[src/hdl/ufcb_pkg.sv]
// Shared types and constants for the update frame to CAN bridge.
package ufcb_pkg;

  localparam int unsigned MaxFrameBytesDef = 2048;
  localparam logic [10:0] CanBaseIdReset = 11'h600;
  localparam logic [31:0] CrcPoly = 32'hEDB88320;
  localparam int unsigned HeadDepth = 10;
  localparam int unsigned StatusLen = 20;

  localparam logic [1:0] KindCan = 2'd0;
  localparam logic [1:0] KindEth = 2'd1;
  localparam logic [1:0] KindFile = 2'd2;

  localparam logic [7:0] TypeHandshake = 8'd1;
  localparam logic [7:0] TypeFileInfo = 8'd2;
  localparam logic [7:0] TypeData = 8'd3;
  localparam logic [7:0] TypeControl = 8'd4;
  localparam logic [7:0] CtrlRestart = 8'd3;

  // Action handed from the parser to the emitter.
  typedef enum logic [1:0] {
    ActHandshake = 2'd0,
    ActFile      = 2'd1,
    ActCan       = 2'd2
  } act_e;

  typedef struct packed {
    act_e        act;
    logic [10:0] can_id;
    logic [3:0]  can_dlc;
    logic [63:0] can_data;
    logic [7:0]  fw_type;
    logic [31:0] fw_addr;
    logic [31:0] fw_size;
    logic [7:0]  target_ctrl;
  } cmd_t;

  function automatic logic [31:0] crc_byte(input logic [31:0] crc, input logic [7:0] b);
    logic [31:0] c;
    c = crc ^ {24'd0, b};
    for (int k = 0; k < 8; k++) begin
      c = (c >> 1) ^ (c[0] ? CrcPoly : 32'd0);
    end
    return c;
  endfunction

  // Fixed 16-byte handshake status header; the CRC tail comes from the emitter.
  function automatic logic [7:0] status_byte(input logic [4:0] i);
    logic [7:0] r;
    case (i)
      5'd0: r = 8'h46;
      5'd1: r = 8'h57;
      5'd2: r = 8'h55;
      5'd3: r = 8'h50;
      5'd4: r = 8'h05;
      5'd7: r = 8'h01;
      5'd11: r = 8'h04;
      5'd16: r = 8'h00;
      5'd17: r = 8'h00;
      5'd18: r = 8'h00;
      5'd19: r = 8'h00;
      default: r = 8'h00;
    endcase
    return r;
  endfunction

endpackage

[src/hdl/ufcb_parser.sv]
// Front end: frame parser, CRC check and action classification.
module ufcb_parser import ufcb_pkg::*; #(
  parameter int unsigned MaxFrameBytes = MaxFrameBytesDef
) (
  input  logic        clk_i,
  input  logic        rst_ni,
  input  logic        in_valid_i,
  output logic        in_ready_o,
  input  logic [7:0]  rx_byte_i,
  input  logic        chunk_last_i,
  input  logic [10:0] can_base_id_i,
  output logic        cmd_valid_o,
  input  logic        cmd_ready_i,
  output cmd_t        cmd_o
);

  localparam int unsigned PosW = $clog2(MaxFrameBytes + 1);

  typedef enum logic [1:0] {
    PhHeader = 2'd0,
    PhBody   = 2'd1,
    PhDrop   = 2'd2
  } phase_e;

  phase_e      phase_q, phase_d;
  logic [PosW-1:0] pos_q, pos_d;
  logic [7:0]  kind_q, kind_d, ctrl_q, ctrl_d;
  logic [31:0] len_q, len_d, crc_q, crc_d, fcrc_q, fcrc_d;
  logic [7:0]  head_q [HeadDepth];
  logic [7:0]  head_d [HeadDepth];
  logic [7:0]  sft_q, sft_d, uctl_q, uctl_d;
  logic [31:0] ssa_q, ssa_d, ssz_q, ssz_d;
  logic        emit;
  cmd_t        cmd;

  // Stall only when an action is due and the queue is full.
  assign in_ready_o = cmd_ready_i || !emit;
  assign cmd_valid_o = emit && in_valid_i;
  assign cmd_o = cmd;

  always_comb begin
    logic [7:0]  b;
    logic [31:0] q;
    logic [31:0] p;
    logic [15:0] size;
    logic [2:0]  copy;
    logic [10:0] cid;
    b = rx_byte_i;
    phase_d = phase_q; pos_d = pos_q; kind_d = kind_q; ctrl_d = ctrl_q;
    len_d = len_q; crc_d = crc_q; fcrc_d = fcrc_q; head_d = head_q;
    sft_d = sft_q; ssa_d = ssa_q; ssz_d = ssz_q; uctl_d = uctl_q;
    emit = 1'b0;
    cmd = '0;
    cmd.act = ActCan;
    p = 32'(pos_q);
    q = p - 32'd12;
    size = 16'd0;
    copy = 3'd0;
    cid = '0;
    case (phase_q)
      PhHeader: begin
        if (p == 32'd0) begin
          crc_d = '1; fcrc_d = '0; len_d = '0; kind_d = '0; ctrl_d = '0;
          for (int i = 0; i < HeadDepth; i++) head_d[i] = 8'd0;
        end
        if (p < 32'd4 && b != status_byte(pos_q[4:0])) begin
          phase_d = PhDrop;
        end else begin
          crc_d = crc_byte(crc_d, b);
          if (p == 32'd4) kind_d = b;
          if (p == 32'd5) ctrl_d = b;
          if (p >= 32'd8 && p < 32'd12) len_d = {len_d[23:0], b};
          pos_d = pos_q + 1'b1;
          if (p + 32'd1 >= 32'd12) begin
            phase_d = (len_d > 32'(MaxFrameBytes - 16)) ? PhDrop : PhBody;
          end
        end
      end
      PhBody: begin
        if (q < len_q) begin
          crc_d = crc_byte(crc_q, b);
          for (int i = 0; i < HeadDepth; i++) begin
            if (q == 32'(i)) head_d[i] = b;
          end
        end else begin
          fcrc_d = {fcrc_q[23:0], b};
        end
        pos_d = pos_q + 1'b1;
        if (p + 32'd1 >= len_q + 32'd16) begin
          phase_d = PhDrop;
          if (~crc_q == fcrc_d) begin
            cid = can_base_id_i + 11'(ctrl_q);
            cmd.can_id = cid;
            case (kind_q)
              TypeHandshake: begin
                emit = 1'b1;
                cmd.act = ActHandshake;
              end
              TypeFileInfo: begin
                emit = 1'b1;
                if (len_q >= 32'd10) begin
                  sft_d = head_q[0];
                  ssa_d = {head_q[2], head_q[3], head_q[4], head_q[5]};
                  ssz_d = {head_q[6], head_q[7], head_q[8], head_q[9]};
                end
                uctl_d = ctrl_q;
                cmd.act = ActFile;
                cmd.fw_type = sft_d;
                cmd.fw_addr = ssa_d;
                cmd.fw_size = ssz_d;
                cmd.target_ctrl = uctl_d;
                cmd.can_id = '0;
              end
              TypeData: begin
                emit = 1'b1;
                size = {head_q[2], head_q[3]};
                copy = (size > 16'd5) ? 3'd5 : size[2:0];
                cmd.can_dlc = (size > 16'd5) ? 4'd8 : 4'(size[2:0]) + 4'd3;
                cmd.can_data = {8'h36, head_q[0], head_q[1], 40'd0};
                for (int i = 0; i < 5; i++) begin
                  if (3'(i) < copy) cmd.can_data[32-8*i +: 8] = head_q[4+i];
                end
              end
              TypeControl: begin
                if (head_q[1] == CtrlRestart) begin
                  emit = 1'b1;
                  cmd.can_dlc = 4'd3;
                  cmd.can_data = {8'h22, 8'hF1, 8'h90, 40'd0};
                end
              end
              default: emit = 1'b0;
            endcase
          end
        end
      end
      default: ;
    endcase
    if (!emit) begin
      sft_d = sft_q; ssa_d = ssa_q; ssz_d = ssz_q; uctl_d = uctl_q;
    end
    if (chunk_last_i) begin
      phase_d = PhHeader;
      pos_d = '0;
    end
  end

  always_ff @(posedge clk_i or negedge rst_ni) begin
    if (!rst_ni) begin
      phase_q <= PhHeader; pos_q <= '0; kind_q <= '0; ctrl_q <= '0;
      len_q <= '0; crc_q <= '1; fcrc_q <= '0;
      for (int i = 0; i < HeadDepth; i++) head_q[i] <= '0;
      sft_q <= '0; ssa_q <= '0; ssz_q <= '0; uctl_q <= '0;
    end else if (in_valid_i && in_ready_o) begin
      phase_q <= phase_d; pos_q <= pos_d; kind_q <= kind_d; ctrl_q <= ctrl_d;
      len_q <= len_d; crc_q <= crc_d; fcrc_q <= fcrc_d; head_q <= head_d;
      sft_q <= sft_d; ssa_q <= ssa_d; ssz_q <= ssz_d; uctl_q <= uctl_d;
    end
  end

`ifndef NO_ASSERTIONS
  a_drop_after_emit: assert property (@(posedge clk_i) disable iff (!rst_ni)
    cmd_valid_o && cmd_ready_i && !chunk_last_i |=> phase_q == PhDrop)
    else $error("parser not in drop after action");
  a_pos_zero_after_last: assert property (@(posedge clk_i) disable iff (!rst_ni)
    in_valid_i && in_ready_o && chunk_last_i |=> pos_q == '0 && phase_q == PhHeader)
    else $error("chunk end did not rewind");
  a_emit_needs_body: assert property (@(posedge clk_i) disable iff (!rst_ni)
    cmd_valid_o |-> phase_q == PhBody)
    else $error("action outside body");
`endif

endmodule

[src/hdl/ufcb_queue.sv]
// Short command queue between parser and emitter.
module ufcb_queue import ufcb_pkg::*; (
  input  logic clk_i,
  input  logic rst_ni,
  input  logic wr_valid_i,
  output logic wr_ready_o,
  input  cmd_t wr_cmd_i,
  output logic rd_valid_o,
  input  logic rd_ready_i,
  output cmd_t rd_cmd_o
);

  cmd_t       mem_q [2];
  logic       wp_q, rp_q;
  logic [1:0] cnt_q;
  logic       wr, rd;

  assign wr_ready_o = cnt_q != 2'd2;
  assign rd_valid_o = cnt_q != 2'd0;
  assign rd_cmd_o = mem_q[rp_q];
  assign wr = wr_valid_i && wr_ready_o;
  assign rd = rd_valid_o && rd_ready_i;

  always_ff @(posedge clk_i or negedge rst_ni) begin
    if (!rst_ni) begin
      wp_q <= 1'b0; rp_q <= 1'b0; cnt_q <= 2'd0;
    end else begin
      if (wr) wp_q <= ~wp_q;
      if (rd) rp_q <= ~rp_q;
      cnt_q <= cnt_q + 2'(wr) - 2'(rd);
    end
  end

  always_ff @(posedge clk_i) begin
    if (wr) mem_q[wp_q] <= wr_cmd_i;
  end

`ifndef NO_ASSERTIONS
  a_cnt_range: assert property (@(posedge clk_i) disable iff (!rst_ni) cnt_q <= 2'd2)
    else $error("queue count out of range");
  a_cnt_track: assert property (@(posedge clk_i) disable iff (!rst_ni)
    wr && !rd |=> cnt_q == $past(cnt_q) + 2'd1)
    else $error("queue count missed a write");
  a_no_ptr_move: assert property (@(posedge clk_i) disable iff (!rst_ni)
    !rd |=> $stable(rp_q))
    else $error("read pointer moved");
`endif

endmodule

[src/hdl/ufcb_emitter.sv]
// Back end: expands commands into result beats.
module ufcb_emitter import ufcb_pkg::*; (
  input  logic        clk_i,
  input  logic        rst_ni,
  input  logic        cmd_valid_i,
  output logic        cmd_ready_o,
  input  cmd_t        cmd_i,
  output logic        out_valid_o,
  input  logic        out_ready_i,
  output logic [1:0]  out_kind_o,
  output logic [10:0] can_id_o,
  output logic [3:0]  can_dlc_o,
  output logic [63:0] can_data_o,
  output logic [7:0]  eth_byte_o,
  output logic        last_of_run_o,
  output logic [7:0]  fw_type_o,
  output logic [31:0] fw_addr_o,
  output logic [31:0] fw_size_o,
  output logic [7:0]  target_ctrl_o
);

  logic [4:0] idx_q;
  logic       hs;
  logic       done;

  // CRC of the fixed 16-byte status header, big-endian, worked out at elaboration.
  function automatic logic [7:0] crc_tail(input logic [1:0] k);
    logic [31:0] c;
    c = '1;
    for (int i = 0; i < 16; i++) c = crc_byte(c, status_byte(5'(i)));
    c = ~c;
    return c[31 - 8*k -: 8];
  endfunction

  assign hs = cmd_i.act == ActHandshake;
  assign out_valid_o = cmd_valid_i;
  assign done = !hs || idx_q == 5'(StatusLen - 1);
  assign cmd_ready_o = out_ready_i && done;

  always_comb begin
    out_kind_o = KindCan; can_id_o = '0; can_dlc_o = '0; can_data_o = '0;
    eth_byte_o = '0; fw_type_o = '0; fw_addr_o = '0; fw_size_o = '0;
    target_ctrl_o = '0;
    last_of_run_o = done;
    case (cmd_i.act)
      ActHandshake: begin
        out_kind_o = KindEth;
        eth_byte_o = status_byte(idx_q);
        case (idx_q)
          5'd16: eth_byte_o = 8'h00;
          default: ;
        endcase
        if (idx_q >= 5'd16) eth_byte_o = crc_tail(idx_q[1:0]);
      end
      ActFile: begin
        out_kind_o = KindFile;
        fw_type_o = cmd_i.fw_type; fw_addr_o = cmd_i.fw_addr;
        fw_size_o = cmd_i.fw_size; target_ctrl_o = cmd_i.target_ctrl;
      end
      default: begin
        can_id_o = cmd_i.can_id; can_dlc_o = cmd_i.can_dlc;
        can_data_o = cmd_i.can_data;
      end
    endcase
  end

  always_ff @(posedge clk_i or negedge rst_ni) begin
    if (!rst_ni) begin
      idx_q <= '0;
    end else if (out_valid_o && out_ready_i && hs) begin
      idx_q <= done ? 5'd0 : idx_q + 5'd1;
    end
  end

`ifndef NO_ASSERTIONS
  a_idx_range: assert property (@(posedge clk_i) disable iff (!rst_ni)
    idx_q < 5'(StatusLen))
    else $error("status index out of range");
  a_idx_zero_nonhs: assert property (@(posedge clk_i) disable iff (!rst_ni)
    cmd_valid_i && !hs |-> idx_q == 5'd0)
    else $error("stale status index");
  a_last_pop: assert property (@(posedge clk_i) disable iff (!rst_ni)
    out_valid_o && out_ready_i && last_of_run_o |-> cmd_ready_o)
    else $error("last beat without pop");
`endif

endmodule

[src/hdl/update_frame_to_can_bridge_unit.sv]
// Results: a frame's action enters the command queue when its last CRC byte is
// accepted. Throughput: one input byte per cycle; a handshake emits 20 beats, one
// per cycle while out_ready_i is high, others one beat; a two-entry command queue
// decouples the parser from the output. The input stalls only when an action is
// due while the queue is full. Reset: asynchronous, active low; parser at header
// start, base id 0x600. Top level of the update frame to CAN bridge.
module update_frame_to_can_bridge_unit import ufcb_pkg::*; #(
  parameter int unsigned MaxFrameBytes = MaxFrameBytesDef
) (
  input  logic        clk_i,
  input  logic        rst_ni,
  input  logic        cfg_valid_i,
  output logic        cfg_ready_o,
  input  logic [10:0] can_base_id_i,
  input  logic        in_valid_i,
  output logic        in_ready_o,
  input  logic [7:0]  rx_byte_i,
  input  logic        chunk_last_i,
  output logic        out_valid_o,
  input  logic        out_ready_i,
  output logic [1:0]  out_kind_o,
  output logic [10:0] can_id_o,
  output logic [3:0]  can_dlc_o,
  output logic [63:0] can_data_o,
  output logic [7:0]  eth_byte_o,
  output logic        last_of_run_o,
  output logic [7:0]  fw_type_o,
  output logic [31:0] fw_addr_o,
  output logic [31:0] fw_size_o,
  output logic [7:0]  target_ctrl_o
);

  logic [10:0] base_q;
  logic        pv, pr, qv, qr;
  cmd_t        pc, qc;

  assign cfg_ready_o = 1'b1;

  always_ff @(posedge clk_i or negedge rst_ni) begin
    if (!rst_ni) base_q <= CanBaseIdReset;
    else if (cfg_valid_i) base_q <= can_base_id_i;
  end

  ufcb_parser #(.MaxFrameBytes(MaxFrameBytes)) u_parser (
    .clk_i, .rst_ni, .in_valid_i, .in_ready_o, .rx_byte_i, .chunk_last_i,
    .can_base_id_i(base_q), .cmd_valid_o(pv), .cmd_ready_i(pr), .cmd_o(pc)
  );

  ufcb_queue u_queue (
    .clk_i, .rst_ni, .wr_valid_i(pv), .wr_ready_o(pr), .wr_cmd_i(pc),
    .rd_valid_o(qv), .rd_ready_i(qr), .rd_cmd_o(qc)
  );

  ufcb_emitter u_emitter (
    .clk_i, .rst_ni, .cmd_valid_i(qv), .cmd_ready_o(qr), .cmd_i(qc),
    .out_valid_o, .out_ready_i, .out_kind_o, .can_id_o, .can_dlc_o, .can_data_o,
    .eth_byte_o, .last_of_run_o, .fw_type_o, .fw_addr_o, .fw_size_o,
    .target_ctrl_o
  );

endmodule
[config.mk]
export PLATFORM = sky130hd
export DESIGN_NAME = update_frame_to_can_bridge_unit
export DESIGN_NICKNAME = d
export VERILOG_FILES = /design/src/hdl/ufcb_pkg.sv /design/src/hdl/ufcb_parser.sv /design/src/hdl/ufcb_queue.sv /design/src/hdl/ufcb_emitter.sv /design/src/hdl/update_frame_to_can_bridge_unit.sv
export SDC_FILE = /design/constraint.sdc
export NUM_CORES = 1
export LEC_CHECK = 0
export BUFFER_PORTS_ARGS = -buffer_cell sky130_fd_sc_hd__buf_4
export CAP_MARGIN = 20
export CORE_MARGIN = 3
export CORE_UTILIZATION = 39
export CTS_CLUSTER_DIAMETER = 100
export DETAILED_ROUTE_END_ITERATION = 16
export SYNTH_ARGS = -nofsm -noshare
export SYNTH_HDL_FRONTEND = slang
export SYNTH_HIERARCHICAL = 1
export SYNTH_SLANG_ARGS = --single-unit
[constraint.sdc]
create_clock -name clk_i -period 19.29 [get_ports clk_i]
set_clock_uncertainty 0.15 [all_clocks]
set_input_delay 0 -clock clk_i [delete_from_list [all_inputs] [get_ports clk_i]]
set_output_delay 0 -clock clk_i [all_outputs]
set_load 0.03 [all_outputs]
==> results of run 1 <==
==> cells by family (layout without fill, tap and decap cells) <==
kind of cell,count (synthesis),in the layout,synth area share [%]
other,2,5,0.0230
xor gates and xnor gates,257,257,6.90
muxes,290,290,11.0
and+or+nand+nor,828,828,13.3
buffers and inverters,263,479,3.66
adders and majority gates,69,69,2.67
DFF,620,620,52.6
AOI/OAI and AO/OA,452,452,9.87
==> stage by stage <==
step / power, mW / util (%) / setup slack, ns
after floorplan: 2.80 / - / 7.76
after global placement: 3.25 / 42.2 / 11.43
after detailed placement: 3.27 / 42.3 / 11.28
after CTS: 4.66 / 45.8 / 11.27
after global routing: 4.85 / 45.9 / 10.60
final: 4.63 / 45.9 / 11.17
==> worst paths after layout <==
| check | cells after the start | endpoint | start |
|---|---|---|---|
| min | 3 | base_q[2] | cfg_valid_i |
| max in group asynchronous | 4 | u_parser/fcrc_q[22] | rst_ni |
| min in group asynchronous | 3 | u_parser/crc_q[10] | rst_ni |
| max reg2reg | 20 | u_queue/mem_q[0][9] | u_parser/pos_q[2] |
| max | 20 | u_queue/mem_q[0][9] | u_parser/pos_q[2] |
| min reg2reg | 1 | u_parser/ssz_q[3] | u_parser/ssz_q[3] |
==> synthesized netlist by cell type, types with 23 or more instances <==
master     count
a21oi_1      105
a22o_1        81
and2_1       229
and3_1        23
buf_2         25
clkbuf_1     117
dfrtp_1      264
dfstp_2       34
edfxtp_1     322
ha_1          68
inv_1         71
mux2_1        83
mux2_2       113
mux2_4        90
nand2_1      246
nand3_1       51
nand4_1       40
nor2_1       106
nor2b_1       38
nor3_1        26
o21ai_0       50
o22ai_1       24
o2bb2ai_1     65
xnor2_1      179
xor2_1        78
==> critical path, stage by stage, from the launching register on <==
cell,delay (ns)
dfrtp_1,0.49
ha_1,0.34
nor3_2,0.32
nand3_2,0.26
inv_1,0.28
ha_1,0.21
nor4bb_1,0.39
o21ai_0,0.14
a2111oi_0,0.44
o221ai_1,0.21
nand2_1,0.32
nor2_2,0.16
a21oi_1,0.21
xor2_1,0.14
nor4_4,0.46
and2_1,0.34
and3b_1,0.23
nand2_1,0.13
nor2_4,0.63
buf_4,0.82
buf_4,0.90
==> sequential cells by signal, summed over array words and instances, names as in the netlist, 12 cells and up <==
name	flops
u_parser/len_q	32
u_parser/crc_q	32
u_parser/pos_q	12
u_parser/head_q	80
u_parser/ssz_q	32
u_parser/ssa_q	32
u_parser/fcrc_q	32
u_queue/mem_q	322
==> power breakdown <==
part / switching (mW) / internal [mW]
clock: 0.562 / 0.801
combinational: 0.975 / 0.713
sequential: 0.129 / 1.45
==> cell type report <==
| class | instances | area [sq um] | share of cell area (%) |
|---|---|---|---|
| timing repair buffer | 277 | 2330 | 6.17 |
| sequential | 620 | 17200 | 45.4 |
| tap | 1070 | 1340 | 3.54 |
| clock inverter | 34 | 465 | 1.23 |
| clock buffer | 96 | 1910 | 5.04 |
| inverter | 72 | 270 | 0.714 |
| multi-input combinational | 1901 | 14400 | 37.9 |
==> per-layer routing <==
layer | share of wire [%] | GRT usage [%] | vias up
li1 | - | - | 10300
met3 | 5.7 | 3.08 | 137
met2 | 49 | 34.8 | 668
met5 | 0 | 0 | -
met1 | 43 | 26.8 | 11300
met4 | 2.3 | 5.78 | 0
==> repair_timing <==
item,CTS,global route
buffers inserted,0,0
hold endpoints to repair,176,0
hold buffers,44,0
==> flow_summary.toml, run 1 <==
[timing]
period_minus_slack_ns = 8.12
relSlewSlack_pct = 28.5
period_share_pct = 42.1
worstMarginPinSlew_ns = 1.06
hold_violations = 0
fin_setup_tns_ns = 0
hold-worst-slack_ns = 0.199
report.final.slew_viol_count = 0
clock.fmax_mhz = 123
rsz0062_at_grt = "false"
setup_violations = 0

[placed_design]
place.gp.congestion = 0.891
hpwl_microns = 58400
io_buffers = 196
dpl_cell_area_sq_um = 34900
dp_cells = 3893

[final_layout]
antenna_cells = 0
stdcell_area_sq_um = 37900
drive_gt1_share_pct = 20.2
layout_commonest_cell = "edfxtp_1"
nets = 3036
area_growth_pct = 16.0
final_cell_mix = "edfxtp_1 (322), dfrtp_1 (263), nand2_1 (246)"
fin_cells = 4070
num-fill-cells = 7475

[synthesis]
syn_area_sq_um = 32600
ys_warn_count = 6
synth-main-ff-cell = "edfxtp_1"
synth_seq_cells = 620
ys_seq_area_share_pct = 52.6
synth-edff-count = 322
synth_area_leaders = "edfxtp_1 (30%), dfrtp_1 (20%), xnor2_1 (4.8%)"
async_reset_ff_share_pct = 48.1
yosysUniqueCellTypes = 87
synth_top_area_share_pct = 29.6
syn_area_per_cell_sq_um = 11.7
synthCells = 2781
synth_top_area_cell = "edfxtp_1"

[clocking]
cts_made_buffers = 70
tritoncts = "yes"
clock_sinks = 620
post_cts_resized = 0
path_clk_slew_ns = 0.06
cts_max_path_buffers = 3
clock_latency_ns = 0.63
root_buffer = "clkbuf_16"
htreeDepth = 3

[outcome]
status = "complete, no violations"

[die]
core_sq_um = 82500
die_area_sq_um = 87200
num_io_pins = 198
die_y_microns = 295
dieWidth_microns = 295
rows = 105
start_util_pct = 39.6

[global_routing]
antenna_found_initial = 0
grt_max_degree = 90
gr-usage-all-layers_pct = 20.3
grt_pass1_wl_microns = 138000
grt_pass1_vias = 22900
grt_overflow = 0

[routing]
firstDrtPassIters = 6
wire_per_inst_microns = 21.9
drc = 0
via_per_inst = 5.49
antenna_left = 0
vias = 22400
drtIter0Drc = 1686
wirelength_microns = 89300

[worst_setup_path]
cp_max_fo = 70
crit_arrival_ns = 8.19
critical_path_class = "flop to flop"
ff2ff_setup_slack_ns = 11.17
cp_data_required_time_ns = 19.36
cp-start-kind = "flop"
crit_path_end_kind = "flop"

[min_path]
hold_path.class = "primary input to flop"

[power_and_ir_drop]
p_per_area_nw_per_um2 = 122
ir_worst_vdd_mv = 0.109
p_leak_nw = 15.0

[job]
maxCapViolCount = 0
No activity file was read; power rests on OpenSTA's default activity.
==> run 2, diff against run 1 <==
--- a/config.mk
+++ b/config.mk
@@ -5,6 +5,7 @@
 export SDC_FILE = /design/constraint.sdc
 export NUM_CORES = 1
 export LEC_CHECK = 0
+export ABC_AREA = 1
 export BUFFER_PORTS_ARGS = -buffer_cell sky130_fd_sc_hd__buf_4
 export CAP_MARGIN = 20
 export CORE_MARGIN = 3
==> constraint.sdc (replaced) <==
create_clock -name clk_i -period 8 [get_ports clk_i]
set_clock_uncertainty 0.15 [all_clocks]
set_input_delay 0 -clock clk_i [delete_from_list [all_inputs] [get_ports clk_i]]
set_output_delay 0 -clock clk_i [all_outputs]
set_load 0.03 [all_outputs]
==> flow_summary.toml, run 2 <==
[routing]
antenna_left = 0
firstDrtPassIters = 6
via_per_inst = 5.19
drc = 0
wire_per_inst_microns = 18.1
vias = 30200
drtIter0Drc = 2630
wirelength_microns = 105000

[worst_setup_path]
cp-start-kind = "flop"
reg2reg_to = "u_queue/mem_q[0][99]"
ff2ff_setup_slack_ns = 1.70
crit_path_end_kind = "flop"
cp_data_required_time_ns = 8.13
crit_arrival_ns = 6.44
endpoint = "u_queue/mem_q[0][99]"
startpoint = "u_parser/pos_q[10]"
critical_path_class = "flop to flop"
reg2reg_depth = 26
cp_max_fo = 67
rr_startpoint = "u_parser/pos_q[10]"

[clocking]
clock_latency_ns = 0.62
htreeDepth = 3
post_cts_resized = 0
ctsHoldBuffers = 58
tritoncts = "yes"
cts_made_buffers = 72
clock_sinks = 620
cts_max_path_buffers = 3
path_clk_slew_ns = 0.06
root_buffer = "clkbuf_16"
post-cts-setup-buffer-count = 0

[synthesis]
yosys-top-cells-count = "nand2_1 (1566), nor2_1 (444), inv_1 (412)"
synth_most_common_cell = "nand2_1"
yosysUniqueCellTypes = 62
synth_top_area_cell = "edfxtp_1"
async_reset_ff_share_pct = 48.1
syn_area_per_cell_sq_um = 7.95
synth_area_leaders = "edfxtp_1 (27%), dfrtp_1 (19%), nand2_1 (17%)"
synth-main-ff-cell = "edfxtp_1"
synth_top_area_share_pct = 27.3
synth-edff-count = 322
ys_seq_area_share_pct = 48.5
synth_seq_cells = 620
syn_area_sq_um = 35400
ys_warn_count = 6
synthCells = 4457

[final_layout]
drive_gt1_share_pct = 10.0
largest_register = "u_queue/mem_q"
final_cell_mix = "nand2_1 (1564), nor2_1 (438), inv_1 (411)"
stdcell_area_sq_um = 40600
area_growth_pct = 14.7
largest_reg_flops = 322
layout_commonest_cell = "nand2_1"
reg_top3 = "u_queue/mem_q (322), u_parser/head_q (80)"
antenna_cells = 0
nets = 4692

[die]
core_sq_um = 89200
start_util_pct = 39.7
dieWidth_microns = 307
die_area_sq_um = 94500
die_y_microns = 307
rows = 109
num_io_pins = 198

[power_and_ir_drop]
clockPowerShare_pct = 26.9
combPwrFrac_pct = 41.6
seqPwrFrac_pct = 31.5
switching_share_pct = 41.0
p_per_area_nw_per_um2 = 307
p_int_mw = 7.36
p_leak_nw = 19.0
p_switching_mw = 5.12
ir_worst_vdd_mv = 0.444

[timing]
rsz0062_at_grt = "false"
relSlewSlack_pct = 18.8
setup_violations = 0
clock.fmax_mhz = 159
period_minus_slack_ns = 6.30
hold_violations = 0
period_share_pct = 78.8
fin_setup_tns_ns = 0
report.final.slew_viol_count = 0
worstMarginPinSlew_ns = 1.22

[outcome]
status = "complete, no violations"

[global_routing]
gr-usage-all-layers_pct = 22.0
grt_pass1_vias = 28900
grt_max_degree = 99
antenna_found_initial = 1
grt_overflow = 0
grt_pass1_wl_microns = 165000

[min_path]
hold_path.class = "primary input to flop"
min_from = "cfg_valid_i"

[placed_design]
io_buffers = 196
place.gp.congestion = 0.918
dpl_cell_area_sq_um = 37600
hpwl_microns = 68900

[job]
maxCapViolCount = 0
[run 2: cell types whose count changed in the layout (fill, tap and decap cells not counted), moves of 101 or more]
cell	delta
o21ai_0	+101
inv_1	+340
and2_1	-228
xnor2_1	-134
nor2_1	+333
nand4_1	+177
mux2_2	-108
nand2_1	+1318
[run 2: how the worst min path moves through the flow]
stage / end / slack, ns / cells after the start
after floorplan: base_q[0] / -0.45 / 0
after CTS: base_q[10] / 0.14 / 5
final: base_q[10] / 0.19 / 5
after global placement: u_parser/head_q[60] / 0.04 / 1
after detailed placement: u_parser/head_q[62] / 0.05 / 1
after global routing: base_q[10] / 0.19 / 5
[run 2: kinds of logic after synthesis]
| family | Yosys count | synth area share [%] |
|---|---|---|
| xor+xnor | 166 | 4.13 |
| other cells | 2 | 0.0212 |
| mux | 5 | 0.159 |
| compound gates | 394 | 6.10 |
| flops | 620 | 48.5 |
| buf+inv | 674 | 8.32 |
| simple gates | 2527 | 30.3 |
| fa+ha+maj | 69 | 2.46 |
[run 2: final cells by class]
class | count | area [sq um]
clock buffer | 96 | 2000
timing repair buffer | 307 | 2530
tap | 1165 | 1460
clock inverter | 37 | 455
fill | 8788 | 48600
inverter | 431 | 1630
multi-input combinational | 3166 | 15400
sequential | 620 | 17200
[run 2: layer usage]
metal	track usage, %	wire length (microns)
met1	29.7	46000
met2	36.4	49600
met3	2.95	6220
met4	7.72	3450
met5	0	0
[run 2: critical path, cell delays in order, from the launching register on]
cell and delay (ns):
dfrtp_1 0.44, nor2_2 0.53, nand3_2 0.31, inv_2 0.22, ha_1 0.25, inv_1 0.07, a21oi_1 0.04, nand3_1 0.11
a21oi_1 0.05, nor2_1 0.08, nand2_1 0.07, nand2_2 0.48, nand3_4 0.55, nand2_1 0.23, nand2_1 0.09, nand2_1 0.07
nand2_1 0.05, nor2_1 0.15, nand2_1 0.08, nor2_1 0.12, nand2_2 0.13, nor2_8 0.20, o21ai_1 0.13, nor2_4 0.15
nand3_1 0.20, inv_6 0.56, buf_12 0.34
[run 2: per-stage QoR]
stage / setup slack (ns) / hold WS (ns) / util (%) / total power [mW] / cells
floorplan: 0.409 / -0.446 / - / 7.70 / 4460
global placement: 1.88 / 0.0419 / 42.1 / 9.00 / 5629
detailed placement: 1.78 / 0.0531 / 42.1 / 9.02 / 5631
CTS: 1.72 / 0.137 / 45.5 / 12.5 / 5822
global route: 1.11 / 0.193 / 45.5 / 13.3 / 5822
finish: 1.70 / 0.190 / 45.5 / 12.5 / 5822
[run 2: power groups by stage]
| stage | Clock (mW) | Combinational [mW] | Sequential (mW) |
|---|---|---|---|
| after floorplan | 0 | 3.86 | 3.84 |
| after global placement | 0 | 5.02 | 3.98 |
| after detailed placement | 0 | 5.04 | 3.98 |
| after CTS | 3.44 | 5.10 | 3.92 |
| after global routing | 3.58 | 5.77 | 3.95 |
| final | 3.36 | 5.19 | 3.93 |
